==> config.mk <==
export PLATFORM = sky130hd
export DESIGN_NAME = cna_front
export DESIGN_NICKNAME = d
export VERILOG_FILES = /design/src/cna_pkg.sv /design/src/cna_front.sv
export SDC_FILE = /design/constraint.sdc
export NUM_CORES = 1
export LEC_CHECK = 0
export ABC_AREA = 1
export BUFFER_PORTS_ARGS = -buffer_cell sky130_fd_sc_hd__buf_2
export CORE_AREA = 8 8 58 60
export DETAILED_ROUTE_END_ITERATION = 10
export DIE_AREA = 0 0 66 68
export PLACE_DENSITY = 0.88
export SLEW_MARGIN = 20
export SYNTH_ARGS = -nofsm -noshare
export SYNTH_HDL_FRONTEND = slang
export SYNTH_SLANG_ARGS = --single-unit
==> constraint.sdc <==
create_clock -name vclk -period 0.9
set_input_delay 0.045 -clock vclk [all_inputs]
set_output_delay 0.045 -clock vclk [all_outputs]
set_load 0.03 [all_outputs]
==> src/cna_pkg.sv <==
// Shared types and constants for the complex number ALU.
// No dependencies; imported by every module of the block.
`timescale 1ns / 1ps
package cna_pkg;

  localparam int unsigned OUT_W    = 40;
  localparam int unsigned OUT_FRAC = 16;
  localparam int unsigned Q_DEPTH  = 4;

  localparam logic [2:0] CMD_ADD  = 3'd0;
  localparam logic [2:0] CMD_SUB  = 3'd1;
  localparam logic [2:0] CMD_MUL  = 3'd2;
  localparam logic [2:0] CMD_CONJ = 3'd3;
  localparam logic [2:0] CMD_DIV  = 3'd4;
  localparam logic [2:0] CMD_MOD  = 3'd5;

  localparam logic [1:0] ST_OK   = 2'd0;
  localparam logic [1:0] ST_DIV0 = 2'd1;
  localparam logic [1:0] ST_SAT  = 2'd2;

  typedef enum logic [2:0] {
    OP_ADD  = 3'd0,
    OP_SUB  = 3'd1,
    OP_MUL  = 3'd2,
    OP_CONJ = 3'd3,
    OP_DIV  = 3'd4,
    OP_MOD  = 3'd5,
    OP_NONE = 3'd7
  } op_e;

  // Handshake between the front end and the item queue.
  typedef struct packed {
    logic push;
    logic full;
  } q_ctl_t;

endpackage

==> src/cna_front.sv <==
// Front end: accepts transactions, decodes the command and flags a zero divisor.
// Depends on cna_pkg.
`timescale 1ns / 1ps
module cna_front #(
  parameter int unsigned W = 16
) (
  input  logic [2:0]           cmd_i,
  input  logic signed [W-1:0]  a_re_i,
  input  logic signed [W-1:0]  a_im_i,
  input  logic signed [W-1:0]  b_re_i,
  input  logic signed [W-1:0]  b_im_i,
  input  logic                 push_i,
  output logic                 full_o,
  input  logic                 q_full_i,
  output cna_pkg::q_ctl_t      q_ctl_o,
  output logic [4*W+3:0]       item_o
);
  import cna_pkg::*;

  op_e  op;
  logic bz;

  always_comb begin
    unique case (cmd_i)
      CMD_ADD:  op = OP_ADD;
      CMD_SUB:  op = OP_SUB;
      CMD_MUL:  op = OP_MUL;
      CMD_CONJ: op = OP_CONJ;
      CMD_DIV:  op = OP_DIV;
      CMD_MOD:  op = OP_MOD;
      default:  op = OP_NONE;
    endcase
  end

  assign bz           = (b_re_i == '0) && (b_im_i == '0);
  assign item_o       = {op, bz, a_re_i, a_im_i, b_re_i, b_im_i};
  assign full_o       = q_full_i;
  assign q_ctl_o.push = push_i && !q_full_i;
  assign q_ctl_o.full = q_full_i;

endmodule

==> run_results.csv <==
group,metric,value,unit
run_status,status,"finished clean",
finish,n_clock_buffer,0,
power,ir_drop,203,uV
worst_setup_path,worstPathRequired,850,ps
die,die_h,68,um
placed_design,hpwl,1.72,mm
finish,fillCellCount,298,
worst_setup_path,crit_end,"item_o[64]",
global_routing,antenna_found_initial,0,
detailed_routing,via_per_inst,3.76,
sta,fmax,1.27,GHz
logic_synthesis,synth_fp_nets,172,
logic_synthesis,synth_mux_area_share,0,%
worst_setup_path,cp_slowest_stage_delay,190,ps
power,power_density,716,mW/mm^2
logic_synthesis,yosysWarningCount,0,
die,die_x,66,um
die,ios,140,
logic_synthesis,synth_cells,103,
logic_synthesis,synth_top_family_by_area,"buffers and inverters",
sta,timing_hold_violations_final,0,
worst_setup_path,critPathCaptureType,"primary output",
detailed_routing,drt_drc_violations_left,0,
worst_setup_path,path_common_cell,"nor2_1",
worst_setup_path,critPathMaxFanout,2,
global_routing,grt_pass1_wl,2.48,mm
hold_path,hp-class,"in -> out",
sta,max_slew.worst_pin.slew,167,ps
placed_design,place_ws,69.3,ps
worst_setup_path,worstSetupStartpoint,"b_re_i[15]",
global_routing,grt.overflow.total,0,
logic_synthesis,synth-adder-area-share,0,%
detailed_routing,drtIter0Drc,3,
sta,drv_slew,0,
sta,setup_viol,0,
finish,area_delta_synth_final,-13.8,%
logic_synthesis,syn_area,642,um^2
global_routing,grt_pass1_vias,564,
worst_setup_path,crit_buf_inv,2,
global_routing,grt_max_degree,4,
logic_synthesis,yosys.area_share.simple,18.7,%
power,p_leak,0.353,nW
job,cap_violations,0,
global_routing,track_usage,6.67,%
worst_setup_path,crit_family,"simple AND/OR/NAND/NOR gates",
die,start_util,25.0,%
placed_design,port_buffers,76,
finish,drive_above_1_share,69.1,%
logic_synthesis,syn_area_per_cell,6.23,um^2
sta,rsz0062_at_grt,"no",
placed_design,gp_congestion,0.695,
detailed_routing,wl_per_cell,12.7,um
worst_setup_path,cp_slowest_cell,"clkbuf_4",
detailed_routing,drt_wl_total,1.80,mm
finish,diodes,0,
worst_setup_path,path_class,"in -> out",
worst_setup_path,start_kind,"primary input",
logic_synthesis,synth-seq-area-share,0,%
worst_setup_path,cp.depth,7,
detailed_routing,vias,530,
finish,regArea,0,um^2
worst_setup_path,worst_ep_arrival_time,740,ps
worst_setup_path,cp_cell_sequence,"buf_2 > nor2_1 > nand2_1 > nor2_1 > nand2_1 > nor2_1 > clkbuf_4",
logic_synthesis,synth_xor_area_share,0,%
die,core_area,0.00257,mm^2
die,rows,19,
sta,post-route-period-util,87.7,%
sta,setup_ws,111,ps
sta,slew_headroom,88.9,%
die,die_area,0.00449,mm^2
finish,n_sequential_cell,0,
finish,multi_input_area,128,um^2
detailed_routing,drt_first_pass_iters,2,
clocking,holdBufCountCts,0,
sta,period_minus_slack,789,ps
sta,fin_setup_tns,0,ps
logic_synthesis,ys_types,6,
logic_synthesis,synth_compound_area_share,1.17,%
detailed_routing,antenna_left,0,
finish,nets,181,
[Yosys cell counts, drive strengths merged]
library cell | instances | area (um^2)
buf | 67 | 503
nor2 | 22 | 82.6
nand2 | 10 | 37.5
clkbuf | 2 | 7.51
a21o | 1 | 7.51
inv | 1 | 3.75
[per-layer routing]
metal	GRT usage (%)	up-vias	wire, um
met4	5.60	0	131
met2	12.9	57	801
met5	0	-	0
met1	3.81	200	381
li1	-	255	-
met3	4.91	18	480
[how the worst min path moves through the flow]
stage                from          to  slack, ps  cells after the start
2_1_floorplan    q_full_i  q_ctl_o[1]        200                      1
5_1_grt        a_im_i[11]  item_o[43]         90                      0
3_3_place_gp    a_im_i[2]  item_o[34]         90                      0
6_report        a_im_i[7]  item_o[39]         90                      0
4_1_cts         a_im_i[2]  item_o[34]         90                      0
3_5_place_dp    a_im_i[2]  item_o[34]         90                      0
[where the power goes]
group          internal [W]  switching (W)  total (W)
logic              0.000130       0.000266   0.000396
clock network             0              0          0
registers                 0              0          0
[final cells by class]
| type | count | share of cell area (%) |
|---|---|---|
| timing repair buffer | 76 | 69.2 |
| inverter | 1 | 0.679 |
| multi-input combinational | 33 | 23.1 |
| tap | 31 | 7.01 |
[cells by family (layout without fill, tap and decap cells)]
logic type,Yosys count,in the layout
compound gates,1,1
buf+inv,70,77
simple gates,32,32
[cells in the final DEF (no fill, tap or decap)]
| cell type | netlist | final |
|---|---|---|
| clkbuf_4 | 0 | 1 |
| nor2_1 | 22 | 22 |
| buf_2 | 0 | 75 |
| a21o_1 | 1 | 1 |
| nand2_1 | 10 | 10 |
| inv_1 | 1 | 1 |
[metrics by stage]
stage | cell area [um^2] | hold slack, ps | util, % | std cells | power [W]
final | 553 | 90.0 | 21.5 | 141 | 0.000396
after global routing | 553 | 90.0 | 21.5 | 141 | 0.000426
after CTS | 551 | 90.2 | 21.4 | 141 | 0.000402
after detailed placement | 551 | 90.2 | 21.4 | 141 | 0.000402
after global placement | 551 | 90.2 | 21.4 | 141 | 0.000398
after floorplan | 642 | 202 | - | 103 | 0.000597
[timing repair]
item | CTS | global route
resized for setup | 0 | 1
endpoints found under the setup margin | 0 | 1
hold endpoints to repair | 0 | 0
setup buffers | 0 | 0
(Power assumes the default switching activity.)
