===== src/cna_pkg.sv =====
// Shared types and constants for the complex number ALU.
// No dependencies; imported by every module of the block.
`timescale 1ns / 1ps
package cna_pkg;

  localparam int unsigned OUT_W    = 40;
  localparam int unsigned OUT_FRAC = 16;
  localparam int unsigned Q_DEPTH  = 4;

  localparam logic [2:0] CMD_ADD  = 3'd0;
  localparam logic [2:0] CMD_SUB  = 3'd1;
  localparam logic [2:0] CMD_MUL  = 3'd2;
  localparam logic [2:0] CMD_CONJ = 3'd3;
  localparam logic [2:0] CMD_DIV  = 3'd4;
  localparam logic [2:0] CMD_MOD  = 3'd5;

  localparam logic [1:0] ST_OK   = 2'd0;
  localparam logic [1:0] ST_DIV0 = 2'd1;
  localparam logic [1:0] ST_SAT  = 2'd2;

  typedef enum logic [2:0] {
    OP_ADD  = 3'd0,
    OP_SUB  = 3'd1,
    OP_MUL  = 3'd2,
    OP_CONJ = 3'd3,
    OP_DIV  = 3'd4,
    OP_MOD  = 3'd5,
    OP_NONE = 3'd7
  } op_e;

  // Handshake between the front end and the item queue.
  typedef struct packed {
    logic push;
    logic full;
  } q_ctl_t;

endpackage


===== src/cna_fifo.sv =====
// Short item queue between the front end and the execution pipeline.
// Depends on cna_pkg for the handshake struct.
`timescale 1ns / 1ps
module cna_fifo #(
  parameter int unsigned WIDTH = 68,
  parameter int unsigned DEPTH = 4
) (
  input  logic             clk_i,
  input  logic             rst_ni,
  input  cna_pkg::q_ctl_t  ctl_i,
  input  logic [WIDTH-1:0] data_i,
  output logic             full_o,
  output logic             valid_o,
  input  logic             pop_i,
  output logic [WIDTH-1:0] data_o
);
  import cna_pkg::*;

  localparam int unsigned AW = (DEPTH > 1) ? $clog2(DEPTH) : 1;

  logic [WIDTH-1:0] mem_q [DEPTH];
  logic [AW-1:0]    wr_q, wr_d, rd_q, rd_d;
  logic [AW:0]      cnt_q, cnt_d;
  logic             do_pop;

  assign full_o  = (cnt_q == (AW+1)'(DEPTH));
  assign valid_o = (cnt_q != '0);
  assign do_pop  = pop_i && valid_o;
  assign data_o  = mem_q[rd_q];

  always_comb begin
    wr_d  = wr_q;
    rd_d  = rd_q;
    cnt_d = cnt_q;
    if (ctl_i.push) begin
      wr_d = (wr_q == AW'(DEPTH - 1)) ? '0 : wr_q + 1'b1;
    end
    if (do_pop) begin
      rd_d = (rd_q == AW'(DEPTH - 1)) ? '0 : rd_q + 1'b1;
    end
    if (ctl_i.push && !do_pop) begin
      cnt_d = cnt_q + 1'b1;
    end else if (!ctl_i.push && do_pop) begin
      cnt_d = cnt_q - 1'b1;
    end
  end

  always_ff @(posedge clk_i or negedge rst_ni) begin
    if (!rst_ni) begin
      wr_q  <= '0;
      rd_q  <= '0;
      cnt_q <= '0;
    end else begin
      wr_q  <= wr_d;
      rd_q  <= rd_d;
      cnt_q <= cnt_d;
    end
  end

  always_ff @(posedge clk_i) begin
    if (ctl_i.push) begin
      mem_q[wr_q] <= data_i;
    end
  end

endmodule


===== config.mk =====
export PLATFORM = sky130hd
export DESIGN_NAME = cna_fifo
export DESIGN_NICKNAME = d
export VERILOG_FILES = /design/src/cna_pkg.sv /design/src/cna_fifo.sv
export SDC_FILE = /design/constraint.sdc
export NUM_CORES = 1
export LEC_CHECK = 0
export ABC_AREA = 0
export ABC_CLOCK_PERIOD_IN_PS = 3670
export BUFFER_PORTS_ARGS = -buffer_cell sky130_fd_sc_hd__buf_2
export CAP_MARGIN = 5
export CELL_PAD_IN_SITES_DETAIL_PLACEMENT = 0
export CELL_PAD_IN_SITES_GLOBAL_PLACEMENT = 2
export CORE_UTILIZATION = 47
export CTS_BUF_LIST = sky130_fd_sc_hd__clkbuf_2
export DETAILED_ROUTE_END_ITERATION = 10
export PLACE_DENSITY_LB_ADDON = 0.1
export SLEW_MARGIN = 20
export SYNTH_ARGS = -nofsm -noshare
export SYNTH_HDL_FRONTEND = slang
export SYNTH_SLANG_ARGS = --single-unit

===== constraint.sdc =====
create_clock -name clk_i -period 3.67 [get_ports clk_i]
set_input_delay 0.367 -clock clk_i [delete_from_list [all_inputs] [get_ports clk_i]]
set_output_delay 0.367 -clock clk_i [all_outputs]
set_load 0.01 [all_outputs]

==> flow_summary.yaml, run 1 <==
critical_path:
  worstPathArrival_ns: 2.85
  slowest_stage: "dfrtp_4"
  criticalPathCategory: "register to output port"
  r2r-end: "cnt_q[2]"
  worst-r2r-cell-count: 8
  worstPathMaxFanout: 40
  rrSetupSlack_ns: 1.60
  cp-end-kind: "output port"
  cp.required_ns: 3.30
  path_cells: "buf_4, mux4_2, buf_2"
  r2r_start: "cnt_q[0]"
  startpoint_type: "register"
  max_stage_delay_ns: 0.97
clock_network:
  clk_pin_slew_ns: 0.09
  ctsHtreeMaxLevel: 3
  root_buffer: "clkbuf_2"
  insertion_delay_ns: 0.77
  cts_num_sinks: 279
  cts_buffers: 71
  cts_tree: "built"
  cts_resized: 0
  clockBufferDepth: 3
routing:
  ant_nets: 0
  first_pass_iters: 4
  wirelength_mm: 18.0
  drc: 0
  num_vias: 4985
  drt_iter0_markers: 244
  via_per_inst: 5.01
  wire_per_inst_um: 18.1
synthesis:
  synth.area.top_cells: "edfxtp_1, mux4_2, dfrtp_1"
  ys_seq_area_share_pct: 80.9
  synthesis.nets: 473
  synthCells: 393
  synth_cell_type_count: 20
  yosysWarnings: 0
  synth-seq-cells: 279
  synth_top_cell_area_share_pct: 79.2
  synthesis.area_um2: 10300
  yosysTopAreaCell: "edfxtp_1"
  synth.avg_cell_area_um2: 26.2
timing:
  finalCritPeriodShare_pct: 87.6
  fin_skew_ns: 0.0525
  slew_viol_final: 0
  fmax_mhz: 311
  tightest_slew_ns: 1.09
  rsz0062_at_grt: "false"
  fin_crit_ns: 3.21
  hold_ws_ns: 0.332
  setup_tns_ns: 0
  hold_viol: 0
  relSlewSlack_pct: 27.0
  finalSetupViolCount: 0
global_routing:
  grt_antenna_before_repair: 1
  grt_pass1_vias: 5450
  grt_max_degree: 71
  grt_pass1_wl_mm: 27.9
  grt_use_total_pct: 17.0
  grt-ovfl-total: 0
floorplanning:
  start_util_pct: 48.5
  core_area_um2: 21300
  rows: 53
  die_h_um: 150
  io_pins: 143
  die_w_um: 150
  die-area_um2: 22500
hold_path:
  hold_start: "data_i[51]"
  worstHoldPathCells: 2
  whs_endpoint: "mem_q[1][51]"
  min_path_type: "input port to register"
placed_design:
  gp_congestion: 0.680
  dp_cells: 795
  dp.final_hpwl_mm: 9.28
  port-buffer-count: 141
power_and_ir_drop:
  leakage_uw: 0.00454
  power_density_nw_per_um2: 705
  peakVddDrop_v: 0.000412
finish:
  final.fill_count: 1618
  stdcell_count: 996
  drive_gt1_share_pct: 47.3
  fin_nets: 749
  syn2layout_area_growth_pct: 22.8
job:
  maxCapViolCount: 0
status:
  status: "completed"
[registers in the layout, indices dropped and copies added, names as in the netlist]
signal,cells
cnt_q,3
mem_q,272
rd_q,2
wr_q,2
[critical path, delay by kind of cell (launching register included)]
family | cells | cell delay [ns]
buf+inv | 2 | 0.56
flops | 1 | 0.97
mux | 1 | 0.54
[repair_timing]
action | CTS | global route
hold buffers | 72 | 0
hold endpoints to repair | 284 | 0
setup buffers | 0 | 0
[cells in the mapped netlist]
cell / n
edfxtp_1: 272
mux4_2: 68
buf_12: 7
buf_2: 7
dfrtp_1: 7
ha_1: 6
and2_1: 4
inv_1: 3
mux2_2: 3
nor2_1: 3
nand2_1: 2
o21ai_0: 2
xor2_1: 2
buf_4: 1
buf_6: 1
fa_1: 1
nand2_2: 1
nor3b_1: 1
or3_4: 1
xnor2_1: 1
[cell families (layout without fill, tap and decap cells)]
family / after synthesis / count (layout) / synth area share [%]
AOI/OAI and AO/OA: 2 / 2 / 0.0971
xor gates and xnor gates: 3 / 3 / 0.255
adders and majority gates: 7 / 7 / 0.922
buffers and inverters: 19 / 345 / 1.99
DFF: 279 / 279 / 80.9
muxes: 71 / 71 / 15.2
other: 0 / 2 / 0
and+or+nand+nor: 12 / 12 / 0.667
[cell type report]
class	instances	area (um2)	share of cell area [%]
diodes	2	5.00	0.0395
clock buffers	108	541	4.27
clock inverters	15	86.3	0.682
inverters	3	11.3	0.0889
multi-input cells	95	1780	14.0
flip-flops and latches	279	8350	65.9
well taps	275	344	2.72
repair buffers	219	1550	12.2
[through the flow]
stage,setup slack [ns],instance area [um2],utilization [%],total power [uW]
global route,0.107,12700,59.5,9460
floorplan,1.02,10300,-,6210
detailed placement,1.14,11200,52.7,7010
global placement,1.14,11200,52.7,6970
finish,0.456,12700,59.5,8930
CTS,0.220,12600,59.0,9070
[where the power goes]
part           switching [uW]  internal (uW)  total, uW  leakage (uW)
Clock                    1130            845       1970      0.000497
Combinational            1140           1320       2450       0.00146
Sequential                424           4080       4500       0.00258
[how the worst max path moves through the flow]
stage          startpoint  cells past startpoint  slack [ns]           to
2_1_floorplan     wr_q[0]                      3        1.02  mem_q[0][0]
3_3_place_gp      rd_q[0]                      3        1.14   data_o[40]
3_5_place_dp      rd_q[0]                      3        1.14   data_o[37]
4_1_cts           rd_q[0]                      3        0.22   data_o[37]
5_1_grt           rd_q[0]                      3        0.11   data_o[40]
6_report          rd_q[0]                      3        0.46   data_o[37]
[layout by cell type, fill, tap and decap left out, types with 2 or more instances in the layout]
master / netlist / layout
and2_4: 0 / 4
buf_12: 7 / 3
buf_16: 0 / 2
buf_2: 7 / 141
clkbuf_2: 0 / 108
clkinv_1: 0 / 9
clkinv_2: 0 / 3
dfrtp_1: 7 / 5
dfrtp_4: 0 / 2
diode_2: 0 / 2
dlygate4sd3_1: 0 / 72
edfxtp_1: 272 / 272
ha_1: 6 / 6
inv_1: 3 / 3
inv_2: 0 / 2
mux2_2: 3 / 3
mux4_2: 68 / 68
nand2_1: 2 / 2
nor2_1: 3 / 3
o21ai_0: 2 / 2
xor2_1: 2 / 2
[metal layers]
metal	track usage (%)	share of wire (%)
met1	21.3	43
met4	8.43	2.1
met5	0	0
met3	5.36	6.4
met2	26.9	49
No activity file was read; power rests on OpenSTA's default activity.
==> run 2, diff against run 1 <==
--- a/config.mk
+++ b/config.mk
@@ -14,7 +14,7 @@
 export CORE_UTILIZATION = 47
 export CTS_BUF_LIST = sky130_fd_sc_hd__clkbuf_2
 export DETAILED_ROUTE_END_ITERATION = 10
-export PLACE_DENSITY_LB_ADDON = 0.1
+export PLACE_DENSITY = 0.83
 export SLEW_MARGIN = 20
 export SYNTH_ARGS = -nofsm -noshare
 export SYNTH_HDL_FRONTEND = slang
==> flow_summary.yaml, run 2 (same netlist as run 1, synthesis figures left out) <==
status:
  status: "completed"
timing:
  finalSetupViolCount: 0
  fin_skew_ns: 0.0568
  worst_slack_ns: 0.664
  tightest_slew_ns: 1.09
  setup_tns_ns: 0
  relSlewSlack_pct: 27.6
  hold_viol: 0
  finalCritPeriodShare_pct: 81.9
  slew_viol_final: 0
  fin_crit_ns: 3.01
  rsz0062_at_grt: "false"
  fmax_mhz: 333
  hold_ws_ns: 0.348
critical_path:
  worstPathMaxFanout: 24
  cp-end-kind: "output port"
  max_stage_delay_ns: 0.78
  slowest_stage: "dfrtp_4"
  critPathTopFamily: "flip-flops"
  worstPathArrival_ns: 2.64
  criticalPathCategory: "register to output port"
  startpoint_type: "register"
  cp.required_ns: 3.30
  path_buf_inv: 2
  path_cells: "buf_4, mux4_2, buf_2"
placed_design:
  pre_cts_slack_ns: 1.36
  dp.final_hpwl_mm: 9.56
  dp_cells: 795
  gp_congestion: 0.667
  port-buffer-count: 141
job:
  maxCapViolCount: 0
routing:
  drt_iter0_markers: 249
  drc: 0
  ant_nets: 0
  first_pass_iters: 4
  via_per_inst: 5.07
  num_vias: 5034
  wirelength_mm: 18.6
  wire_per_inst_um: 18.7
finish:
  drive_gt1_share_pct: 47.1
  largest-register: "mem_q"
  final_cell_mix: "edfxtp_1, buf_2, clkbuf_2"
  final_common_cell: "edfxtp_1"
  largest_register_ffs: 272
  seq_area_um2: 8350
  multi_input_area_um2: 1780
  largestRegisters: "mem_q (272), cnt_q (3)"
  fin_nets: 750
  syn2layout_area_growth_pct: 22.5
  final.fill_count: 1613
  stdcell_count: 993
clock_network:
  clockBufferDepth: 3
  cts_tree: "built"
  cts_setup_buffers: 0
  insertion_delay_ns: 0.76
  clk_pin_slew_ns: 0.10
  root_buffer: "clkbuf_2"
  cts_num_sinks: 279
  cts_buffers: 73
  ctsHtreeMaxLevel: 3
floorplanning:
  core_area_um2: 21300
  die_h_um: 150
  die-area_um2: 22500
  rows: 53
  start_util_pct: 48.5
  die_w_um: 150
  io_pins: 143
global_routing:
  grt_antenna_before_repair: 2
  grt_pass1_vias: 5732
  grt_use_total_pct: 17.5
  grt_max_degree: 71
  grt_pass1_wl_mm: 29.0
  grt-ovfl-total: 0
power_and_ir_drop:
  peakVddDrop_v: 0.000394
  power_density_nw_per_um2: 707
  leakage_uw: 0.00452
  power_uw: 8930
hold_path:
  min_path_type: "input port to register"
==> run 2: per-layer routing <==
layer  GRT usage [%]  up-vias  wire length [um]
met3            5.73       32              1320
met4            7.88        0               333
met1            20.6     2537              7530
met5               0        -                 0
met2            29.3      185              9370
li1                -     2280                 -
==> run 2: timing repair <==
action / in CTS / in global routing
hold buffers: 72 / 0
endpoints found under the hold margin: 283 / 0
gates resized for setup: 0 / 0
setup endpoints to repair: 0 / 0
==> run 2: report_power, final <==
group	switching (uW)	internal, uW	total, uW
logic	1180	1310	2480
registers	379	4080	4460
clock network	1150	837	1990
total	2710	6230	8930
==> run 2: area by class of cell <==
class / instances / share of cell area [%]
clock buffers: 107 / 4.24
repair buffers: 218 / 12.1
flip-flops and latches: 279 / 66.1
well taps: 275 / 2.72
inverters: 3 / 0.0891
diodes: 2 / 0.0396
clock inverters: 14 / 0.644
multi-input cells: 95 / 14.1
==> run 2: per-stage QoR <==
step	utilization, %	area, um2
after detailed placement	52.7	11200
final	59.3	12600
after global routing	59.3	12600
after CTS	59.0	12600
after global placement	52.7	11200
after floorplan	-	10300
==> run 2: worst register-to-register path, cell delays in order, from the launching register on <==
cell and delay [ns]:
dfrtp_1 0.46, or3_4 0.43, nand2_2 0.12, ha_1 0.19, inv_1 0.06, fa_1 0.38
xor2_1 0.18, nor2_1 0.13, xor2_1 0.16
==> run 2: worst paths after layout <==
path,startpoint,endpoint,slack (ns),cells after the start
max in group asynchronous,rst_ni,rd_q[1],2.81,3
max,rd_q[0],data_o[60],0.66,3
min reg2reg,cnt_q[2],cnt_q[2],0.51,1
max reg2reg,cnt_q[0],cnt_q[2],1.50,8
min,data_i[23],mem_q[3][23],0.35,2
min in group asynchronous,rst_ni,cnt_q[1],0.55,3
